--- src/design/ubd_pkg.sv ---
`default_nettype none

package ubd_pkg;

    localparam int CLK_W  = 27;
    localparam int BAUD_W = 20;
    localparam int NUM_W  = CLK_W + 4;
    localparam int DIVR_W = BAUD_W + 1;
    localparam int QUO_W  = 24;
    localparam int INT_W  = 16;
    localparam int FRAC_W = 6;

    localparam logic [CLK_W-1:0]  CLK_RESET  = 27'd24000000;
    localparam logic [7:0]        DATA_MIN   = 8'd5;
    localparam logic [7:0]        DATA_MAX   = 8'd8;
    localparam logic [7:0]        STOP_MAX   = 8'd2;
    localparam logic [BAUD_W-1:0] BAUD_MIN   = 20'd110;
    localparam logic [BAUD_W-1:0] BAUD_MAX   = 20'd460800;

    typedef enum logic [1:0] {
        ST_OK       = 2'd0,
        ST_BAD_WORD = 2'd1,
        ST_BAD_STOP = 2'd2,
        ST_BAD_BAUD = 2'd3
    } ubd_status_t;

    typedef struct packed {
        ubd_status_t       status;
        logic [1:0]        wlc;
        logic              parity;
        logic              two_stop;
        logic [DIVR_W-1:0] divisor;
        logic [DIVR_W-1:0] rem;
        logic [QUO_W-1:0]  num;
        logic [QUO_W-1:0]  quo;
    } ubd_beat_t;

endpackage

`default_nettype wire

--- src/design/ubd_front.sv ---
`default_nettype none

module ubd_front (
    input  wire logic                       clk,
    input  wire logic                       rst_n,
    input  wire logic [ubd_pkg::CLK_W-1:0]  ref_clk,
    input  wire logic                       in_valid,
    output logic                            in_ready,
    input  wire logic [7:0]                 char_bits,
    input  wire logic [7:0]                 stop_count,
    input  wire logic                       parity_on,
    input  wire logic [ubd_pkg::BAUD_W-1:0] baud_rate,
    input  wire logic                       down_adv,
    output logic                            valid,
    output ubd_pkg::ubd_beat_t              beat
);
    import ubd_pkg::*;

    logic             valid_reg;
    logic             valid_next;
    ubd_beat_t        beat_reg;
    ubd_beat_t        beat_next;
    logic [NUM_W-1:0] numer;
    ubd_status_t      st;

    // Checks run in a fixed order; the first failure wins.
    always_comb
    begin
        if (char_bits < DATA_MIN || char_bits > DATA_MAX)
            st = ST_BAD_WORD;
        else if (stop_count == 8'd0 || stop_count > STOP_MAX)
            st = ST_BAD_STOP;
        else if (baud_rate < BAUD_MIN || baud_rate > BAUD_MAX)
            st = ST_BAD_BAUD;
        else
            st = ST_OK;
    end

    // Dividend is 8*clk + baud, divisor is 2*baud.
    assign numer = {1'b0, ref_clk, 3'b000} + {{(NUM_W-BAUD_W){1'b0}}, baud_rate};

    always_comb
    begin
        beat_next.status   = st;
        beat_next.wlc      = 2'(char_bits - DATA_MIN);
        beat_next.parity   = parity_on;
        beat_next.two_stop = (stop_count == STOP_MAX);
        beat_next.divisor  = {baud_rate, 1'b0};
        beat_next.rem      = {{(DIVR_W-(NUM_W-QUO_W)){1'b0}}, numer[NUM_W-1:QUO_W]};
        beat_next.num      = numer[QUO_W-1:0];
        beat_next.quo      = '0;
    end

    assign in_ready   = !valid_reg || down_adv;
    assign valid_next = in_ready ? in_valid : valid_reg;

    always_ff @(posedge clk or negedge rst_n)
    begin
        if (!rst_n)
            valid_reg <= 1'b0;
        else
            valid_reg <= valid_next;
    end

    always_ff @(posedge clk)
    begin
        if (in_ready && in_valid)
            beat_reg <= beat_next;
    end

    assign valid = valid_reg;
    assign beat  = beat_reg;

endmodule

`default_nettype wire

--- src/design/ubd_div_cell.sv ---
`default_nettype none

module ubd_div_cell (
    input  wire logic         clk,
    input  wire logic         rst_n,
    input  wire logic         up_valid,
    input  wire ubd_pkg::ubd_beat_t up_beat,
    output logic              up_adv,
    input  wire logic         down_adv,
    output logic              valid,
    output ubd_pkg::ubd_beat_t beat
);
    import ubd_pkg::*;

    logic              valid_reg;
    logic              valid_next;
    ubd_beat_t         beat_reg;
    ubd_beat_t         beat_next;
    logic [DIVR_W:0]   trial;
    logic [DIVR_W+1:0] diff;
    logic              ge;

    // One restoring step: bring in the next dividend bit and try a subtract.
    assign trial = {up_beat.rem, up_beat.num[QUO_W-1]};
    assign diff  = {1'b0, trial} - {2'b00, up_beat.divisor};
    assign ge    = !diff[DIVR_W+1];

    always_comb
    begin
        beat_next     = up_beat;
        beat_next.rem = ge ? diff[DIVR_W-1:0] : trial[DIVR_W-1:0];
        beat_next.num = {up_beat.num[QUO_W-2:0], 1'b0};
        beat_next.quo = {up_beat.quo[QUO_W-2:0], ge};
    end

    assign up_adv     = !valid_reg || down_adv;
    assign valid_next = up_adv ? up_valid : valid_reg;

    always_ff @(posedge clk or negedge rst_n)
    begin
        if (!rst_n)
            valid_reg <= 1'b0;
        else
            valid_reg <= valid_next;
    end

    always_ff @(posedge clk)
    begin
        if (up_adv && up_valid)
            beat_reg <= beat_next;
    end

    assign valid = valid_reg;
    assign beat  = beat_reg;

endmodule

`default_nettype wire

--- src/design/uart_baud_divisor_and_line_format.sv ---
// An accepted beat loads into the check stage and then moves through the 24 divider
// cells in order; the last cell drives the outputs. One beat per cycle while out_ready
// is high; a full stage advances only when the stage after it moves on.
// A stalled output only holds the stages that are full behind it.
// Reset (rst_n, asynchronous, active low) empties every stage and sets the
// reference clock register to 24000000.
`default_nettype none

module uart_baud_divisor_and_line_format (
    input  wire logic         clk,
    input  wire logic         rst_n,
    // APB-style configuration port
    input  wire logic         psel,
    input  wire logic         penable,
    input  wire logic         pwrite,
    input  wire logic [2:0]   paddr,
    input  wire logic [31:0]  pwdata,
    output logic [31:0]       prdata,
    output logic              pready,
    // Request channel
    input  wire logic         in_valid,
    output logic              in_ready,
    input  wire logic [7:0]   char_bits,
    input  wire logic [7:0]   stop_count,
    input  wire logic         parity_on,
    input  wire logic [19:0]  baud_rate,
    // Result channel
    output logic              out_valid,
    input  wire logic         out_ready,
    output logic [1:0]        status,
    output logic [15:0]       int_divisor,
    output logic [5:0]        frac_divisor,
    output logic [1:0]        word_length_code,
    output logic              parity_enable,
    output logic              even_parity_select,
    output logic              stick_parity_select,
    output logic              two_stop
);
    import ubd_pkg::*;

    // The reference clock register. Software must write it only while the block
    // is idle (the block does not enforce this); the check stage reads it directly.
    logic [CLK_W-1:0] ref_clk_reg;
    logic [CLK_W-1:0] ref_clk_next;
    logic             cfg_wr;
    logic             cfg_hit;

    assign pready  = 1'b1;
    assign cfg_hit = (paddr[2] == 1'b0);
    assign cfg_wr  = psel && penable && pwrite && pready && cfg_hit;

    assign ref_clk_next = cfg_wr ? pwdata[CLK_W-1:0] : ref_clk_reg;

    always_ff @(posedge clk or negedge rst_n)
    begin
        if (!rst_n)
            ref_clk_reg <= CLK_RESET;
        else
            ref_clk_reg <= ref_clk_next;
    end

    assign prdata = cfg_hit ? {{(32-CLK_W){1'b0}}, ref_clk_reg} : 32'd0;

    // The check stage validates the request and forms the dividend
    // 8*clk + baud and the divisor 2*baud. The divisor is
    // floor((8*clk + baud) / (2*baud)), which is clk/(16*baud) rounded half up
    // in sixty-fourths, so a rounding carry lands in the integer part.
    logic      front_valid;
    ubd_beat_t front_beat;
    logic      front_adv;

    ubd_front u_front (
        .clk        (clk),
        .rst_n      (rst_n),
        .ref_clk    (ref_clk_reg),
        .in_valid   (in_valid),
        .in_ready   (in_ready),
        .char_bits  (char_bits),
        .stop_count (stop_count),
        .parity_on  (parity_on),
        .baud_rate  (baud_rate),
        .down_adv   (front_adv),
        .valid      (front_valid),
        .beat       (front_beat)
    );

    // The row of divider cells. Each cell produces one quotient bit, most
    // significant first, and hands its partial remainder to the next cell.
    // For a valid baud rate the quotient always fits in 24 bits. A cell
    // loads whenever it is empty or the cell after it moves on.
    logic      cell_valid [QUO_W+1];
    ubd_beat_t cell_beat  [QUO_W+1];
    logic      cell_adv   [QUO_W+1];

    assign cell_valid[0] = front_valid;
    assign cell_beat[0]  = front_beat;
    assign front_adv     = cell_adv[0];

    for (genvar i = 0; i < QUO_W; i++)
    begin : g_cell
        ubd_div_cell u_cell (
            .clk      (clk),
            .rst_n    (rst_n),
            .up_valid (cell_valid[i]),
            .up_beat  (cell_beat[i]),
            .up_adv   (cell_adv[i]),
            .down_adv (cell_adv[i+1]),
            .valid    (cell_valid[i+1]),
            .beat     (cell_beat[i+1])
        );
    end

    // The last cell is the output register.
    ubd_beat_t last;
    logic      ok;

    assign last            = cell_beat[QUO_W];
    assign cell_adv[QUO_W] = out_ready;
    assign out_valid       = cell_valid[QUO_W];
    assign ok              = (last.status == ST_OK);

    // A rejected request reports only its status; every other field is zero.
    // The integer part keeps its low 16 bits, as a 16-bit register would.
    assign status              = last.status;
    assign int_divisor         = ok ? last.quo[FRAC_W+INT_W-1:FRAC_W] : '0;
    assign frac_divisor        = ok ? last.quo[FRAC_W-1:0] : '0;
    assign word_length_code    = ok ? last.wlc : 2'd0;
    assign parity_enable       = ok && last.parity;
    assign even_parity_select  = ok && last.parity;
    assign stick_parity_select = ok && last.parity;
    assign two_stop            = ok && last.two_stop;

`ifndef ASSERT_OFF
    // With the output stage empty, nothing can hold back a new request.
    a_empty_accepts: assert property (@(posedge clk) disable iff (!rst_n)
        !out_valid |-> in_ready)
        else $error("request refused while the output stage is empty");

    // An accepted request always lands in the check stage.
    a_front_loads: assert property (@(posedge clk) disable iff (!rst_n)
        (in_valid && in_ready) |=> front_valid)
        else $error("accepted request lost in the check stage");

    // A stalled check stage keeps its beat.
    a_front_holds: assert property (@(posedge clk) disable iff (!rst_n)
        (front_valid && !front_adv) |=> (front_valid && $stable(front_beat)))
        else $error("stalled check stage changed its beat");
`endif

endmodule

`default_nettype wire
--- config.mk ---
export PLATFORM = sky130hd
export DESIGN_NAME = uart_baud_divisor_and_line_format
export DESIGN_NICKNAME = d
export VERILOG_FILES = /design/src/design/ubd_pkg.sv /design/src/design/ubd_front.sv /design/src/design/ubd_div_cell.sv /design/src/design/uart_baud_divisor_and_line_format.sv
export SDC_FILE = /design/constraint.sdc
export NUM_CORES = 2
export LEC_CHECK = 0
export ABC_AREA = 0
export BUFFER_PORTS_ARGS = -buffer_cell sky130_fd_sc_hd__buf_2
export CORE_MARGIN = 2
export CORE_UTILIZATION = 45
export CTS_BUF_LIST = sky130_fd_sc_hd__clkbuf_16
export CTS_CLUSTER_SIZE = 12
export DETAILED_ROUTE_END_ITERATION = 8
export HOLD_SLACK_MARGIN = 0.1
export PLACE_DENSITY = 0.58
export SYNTH_ARGS = -nofsm -noshare
export SYNTH_HDL_FRONTEND = slang
export SYNTH_SLANG_ARGS = --single-unit
--- constraint.sdc ---
create_clock -name clk -period 7 [get_ports clk]
set_input_delay 0.35 -clock clk [delete_from_list [all_inputs] [get_ports clk]]
set_output_delay 0.35 -clock clk [all_outputs]
set_load 0.05 [all_outputs]
* Word-level counts from Yosys, hierarchy flattened
Index checks and enable logic that the tools add are counted.
** Cells by class
- Bitwise gates (word level) :: 1
- Multiplexer cells :: 29
- Equal/unequal tests :: 1
- $lt $le $gt $ge :: 5
- Add/sub/neg operators :: 26
- Reductions and logical operators :: 107
** Operators with widths (count)
- subtractor 22 x 21 -> 23 bit :: 23
- two-way mux 21 bit :: 22
- logical NOT 1 bit :: 47
- adder 30 x 20 -> 31 bit :: 1
- logical AND 1 bit :: 30
- logical OR 1 bit :: 28
- two-way mux 27 bit :: 1
- subtractor 8 x 21 -> 22 bit :: 1
- greater-than comparator 20 x 19 -> 1 bit (second input constant) :: 1
- less-than comparator 20 x 7 -> 1 bit (second input constant) :: 1
- two-way mux 16 bit :: 1
- equality test 8 x 2 -> 1 bit (second input constant) :: 1
- greater-than comparator 8 x 2 -> 1 bit (second input constant) :: 1
- greater-than comparator 8 x 4 -> 1 bit (second input constant) :: 1
- logical NOT 8 bit :: 1
- less-than comparator 8 x 3 -> 1 bit (second input constant) :: 1
- two-way mux 8 bit :: 1
- two-way mux 2 bit :: 3
- two-way mux 6 bit :: 1
- logical NOT 2 bit :: 1
- subtractor 2 x 1 -> 2 bit (second input constant) :: 1
- inverter 1 bit :: 1
** Word-level totals
- Output and inout port bits :: 65
- Flip-flop bits (word level) :: 1725
- Bits of input ports :: 79

* Longest topological paths before layout
- Depth after elaboration :: 27
- Depth in mapped cells :: 13

* Modules after synthesis
A second synthesis with hierarchy kept.
** Second synthesis, totals
- Cells, all modules :: 7884
- Area, all modules :: 111838.5 µm²
** By module, submodules not included
- ubd_div_cell at g_cell[0].u_cell ... :: times used 13, area an instance 4528.1 µm², cells an instance 315
- ubd_div_cell at g_cell[2].u_cell ... :: times used 8, area an instance 4458.0 µm², cells an instance 316
- ubd_div_cell at g_cell[11].u_cell ... :: times used 3, area an instance 4192.8 µm², cells an instance 288
- ubd_front :: times used 1, area an instance 3193.1 µm², cells an instance 272
- uart_baud_divisor_and_line_format :: times used 1, area an instance 1537.7 µm², cells an instance 125

* Worst setup path after synthesis
OpenSTA, ideal clock, no wires.
- Kind :: register to register
- From :: register g_cell[23].u_cell.valid_reg
- To :: register g_cell[11].u_cell.beat_reg (netlist bit g_cell[11].u_cell.beat[0]) (enable)
- Slack :: 0.295 ns
- Setup time :: 0.591 ns
- Path buffers :: 0
- Arrival time :: 6.114 ns
- Cell stages (with the launch flop) :: 7
- Cells stage by stage :: dfrtp_1 > nand4b_1 > inv_1 > and3_1 > nand3_1 > nor2_1 > a21boi_0
** Between the ends
- Word-level cells in the longest chain between the ends :: 15
** RTL lines
- start: declaration :: line ubd_div_cell.sv:15 : logic valid_reg;
- start signal: assignment :: line ubd_div_cell.sv:44 : valid_reg <= valid_next;
- logical NOT 1 bit :: line ubd_div_cell.sv:36 : assign up_adv = !valid_reg || down_adv;
- logical OR 1 bit (13 in series) :: line ubd_div_cell.sv:36
- logical AND 1 bit :: line ubd_div_cell.sv:49 : if (up_adv && up_valid)
- end signal: assignment :: line ubd_div_cell.sv:50 : beat_reg <= beat_next;
- end: declaration :: line ubd_div_cell.sv:17 : ubd_beat_t beat_reg;
No other way between the ends.
A chain may end at the register's enable or synchronous reset.

* Final worst setup path
- From :: register g_cell[22].u_cell.valid_reg
- To :: output in_ready
** Between the ends
- Word-level cells in the longest chain between the ends :: 25
** RTL lines
- start: declaration :: line ubd_div_cell.sv:15
- start signal: assignment :: line ubd_div_cell.sv:44
- logical NOT 1 bit :: line ubd_div_cell.sv:36
- logical OR 1 bit (23 in series) :: line ubd_div_cell.sv:36
- logical OR 1 bit :: line ubd_front.sv:54 : assign in_ready = !valid_reg || down_adv;
- end: declaration :: line uart_baud_divisor_and_line_format.sv:22 : output logic in_ready,
No other way between the ends.

==> impl_metrics.yaml <==
global_route:
  antenna_found_initial: 4
  grt_pass1_vias: 45310
  grtUsageTotal_pct: 16.82
  grt_max_degree: 68
  grt_pass1_wl_um: 241300
  grt_remaining_overflow: 0
yosys:
  syn_area_um2: 78530
  synth_top_family_by_area: "compound AO/OA/AOI/OAI gates"
  synth_seq_cells: 1654
  synthCells: 6010
  synth.most_common_cell: "edfxtp_1"
  synth-simple-area-share_pct: 7.981
  yosys.area.top_type: "edfxtp_1"
  synth.distinct_cells: 88
  synth_fa_ha_area_share_pct: 8.339
  avgSynthCellArea_um2: 13.07
  async_reset_ff_share_pct: 3.144
  ys_seq_area_share_pct: 62.93
  synthTopCellsByCount: "edfxtp_1, inv_1, ha_1, a21oi_1, nor2_1"
  synth_ff_type: "edfxtp_1"
  synth_compound_area_share_pct: 10.33
  synth_top_area_share_pct: 61.26
  post_synth_mux_area_share_pct: 2.895
  synth_xor_xnor_area_share_pct: 3.915
  synth_edf_count: 1602
  synth_area_leaders: "edfxtp_1, ha_1, inv_1"
  yosysWarnings: 0
worst_setup_path:
  cp_common_cell: "nand2_1"
  path_delay_family: "simple AND/OR/NAND/NOR gates"
  cp_cell_sequence: "nand4b_1, inv_1, and3_1, nand2_1, nor4_2, nand3_1, nor4_1, nand2_1, buf_2"
  critPathKind: "flop to output port"
  crit_buf_inv: 2
  crit_arrival_ns: 4.03
  required_ns: 6.65
  critical-path-max-stage-delay_ns: 0.68
  end_kind: "output port"
  cp_max_fo: 6
  critPathLaunchType: "flop"
  critical_path.slowest_cell: "nor4_1"
clocking:
  clk_latency_ns: 0.82
  cts_resized: 0
  cts_buffers: 180
  cts.path.max_buffers: 3
  cts_tree: "done"
  cts_root_buffer: "clkbuf_16"
  clock-sinks: 1654
  path_clk_slew_ns: 0.06
  htree_num_levels: 4
power_and_ir_drop:
  p_per_area_nw_per_um2: 438.0
  max-vdd-ir-drop_mv: 0.2327
  leakagePower_nw: 35.06
finish:
  multi_input_area_um2: 26550
  drive_gt1_share_pct: 9.677
  largest_reg_flops: 1548
  area_delta_synth_final_pct: 12.47
  final_util_pct: 50.87
  fin_nets: 6925
  final_cells: 8795
  regArea_um2: 49420
  fill_cells: 14820
sta:
  min_period_ns: 4.383
  clock.fmax_mhz: 228.1
  fin_crit_sh_pct: 62.62
  hold_viol_final: 0
  rsz0062_at_grt: "false"
  worst_pin_slew_ns: 1.070
  setup_tns_ns: 0
  slew_headroom_pct: 28.01
  fin_skew_ns: 0.07695
  slew_violations: 0
  setup_viol: 0
run:
  drv_cap: 0
place:
  place.gp.congestion: 0.8512
  place_inst: 8419
  portBuffers: 130
  dp_hpwl_um: 107600
routing:
  viasPerCell: 5.200
  top_layer: "met4"
  drtIter0Drc: 2940
  firstDrtPassIters: 6
  wl_met2_um: 74340
  num_vias: 45740
  drtAntennaViolNets: 0
  wl_met3_um: 5014
  wl_met1_um: 66400
  wl_per_cell_um: 17.03
  drc_errors: 0
  wl_um: 149800
floorplanning:
  start_util_pct: 45.23
  fp.dieArea_um2: 177900
  die_h_um: 421.8
  chipWidth_um: 421.8
  coreArea_um2: 173600
  rows: 153
  ioPinCount: 144
min_path:
  worstHoldPathType: "primary input to asynchronous set/reset pin"
run_status:
  status: "complete, no violations"
logic make-up (layout without fill, tap and decap cells):
group / count (synthesis) / in the layout
AO/OA/AOI/OAI: 1290 / 1290
XOR/XNOR: 351 / 351
adder cells (fa/ha/maj): 509 / 509
buffers and inverters: 715 / 1164
flip-flops: 1654 / 1654
multiplexers: 194 / 194
other: 2 / 13
AND/OR/NAND/NOR: 1295 / 1295
metrics by stage:
step	hold WS [ns]	total power, W	setup slack, ns	cell area (µm²)
4_1_cts	0.1424	0.03908	2.524	88320
6_report	0.1807	0.03869	2.617	88330
2_1_floorplan	0.05441	0.02674	0.2954	78570
3_3_place_gp	0.4002	0.02972	2.997	82170
5_1_grt	0.2042	0.04145	2.173	88320
3_5_place_dp	0.4045	0.03004	2.904	82170
metal layers:
layer,up-vias,global-route usage [%]
met3,234,2.591
li1,22650,-
met2,682,29.31
met4,0,5.221
met5,-,0
met1,22170,21.52
worst register-to-register path, delay by kind of cell, from the launching register on:
| kind | cells | cell delay (ns) |
|---|---|---|
| AND/OR/NAND/NOR | 6 | 2.56 |
| flip-flops | 1 | 0.37 |
| AO/OA/AOI/OAI | 1 | 0.09 |
| buffers and inverters | 2 | 0.47 |
final cells by class:
cell class	instances	area share, %
clock inverters	134	1.173
multi-input cells	3651	30.06
flip-flops and latches	1654	55.95
diodes	1	0.002833
inverters	614	2.609
well taps	2325	3.294
repair buffers	236	1.810
clock buffers	180	5.100
path summary, 6_finish.rpt:
| kind | startpoint | end | slack, ns | depth (start not counted) |
|---|---|---|---|---|
| setup reg to reg | g_cell[22].u_cell.valid$_DFFE_PN0P_ | g_cell[1].u_cell.beat[86]$_DFFE_PP_ | 3.01 | 9 |
| hold reg to reg | g_cell[17].u_cell.beat[10]$_DFFE_PP_ | g_cell[18].u_cell.beat[11]$_DFFE_PP_ | 0.37 | 0 |
| setup / recovery | g_cell[22].u_cell.valid$_DFFE_PN0P_ | in_ready | 2.62 | 9 |
| hold / removal | rst_n | g_cell[22].u_cell.valid$_DFFE_PN0P_ | 0.18 | 3 |
| min in group clk | penable | ref_clk_reg[3]$_DFFE_PN0P_ | 0.25 | 4 |
| max in group asynchronous | rst_n | ref_clk_reg[15]$_DFFE_PN0P_ | 6.33 | 3 |
cell usage in the layout, fill, tap and decap left out, types with 180 or more instances in the layout:
| cell | count |
|---|---|
| o21ai_0 | 239 |
| edfxtp_1 | 1602 |
| xnor2_1 | 221 |
| nor2_1 | 369 |
| inv_1 | 649 |
| clkbuf_16 | 180 |
| nand2_1 | 325 |
| a21oi_1 | 428 |
| ha_1 | 485 |
report_power, final:
group,internal [W],switching [W]
Clock,0.00494,0.00387
Sequential,0.0144,0.00124
Combinational,0.00629,0.00797
what timing repair did:
action | CTS | global route
buffers inserted | 0 | 0
hold endpoints to repair | 119 | 0
hold buffers | 61 | 0
Power figures use the tool's default switching activity.
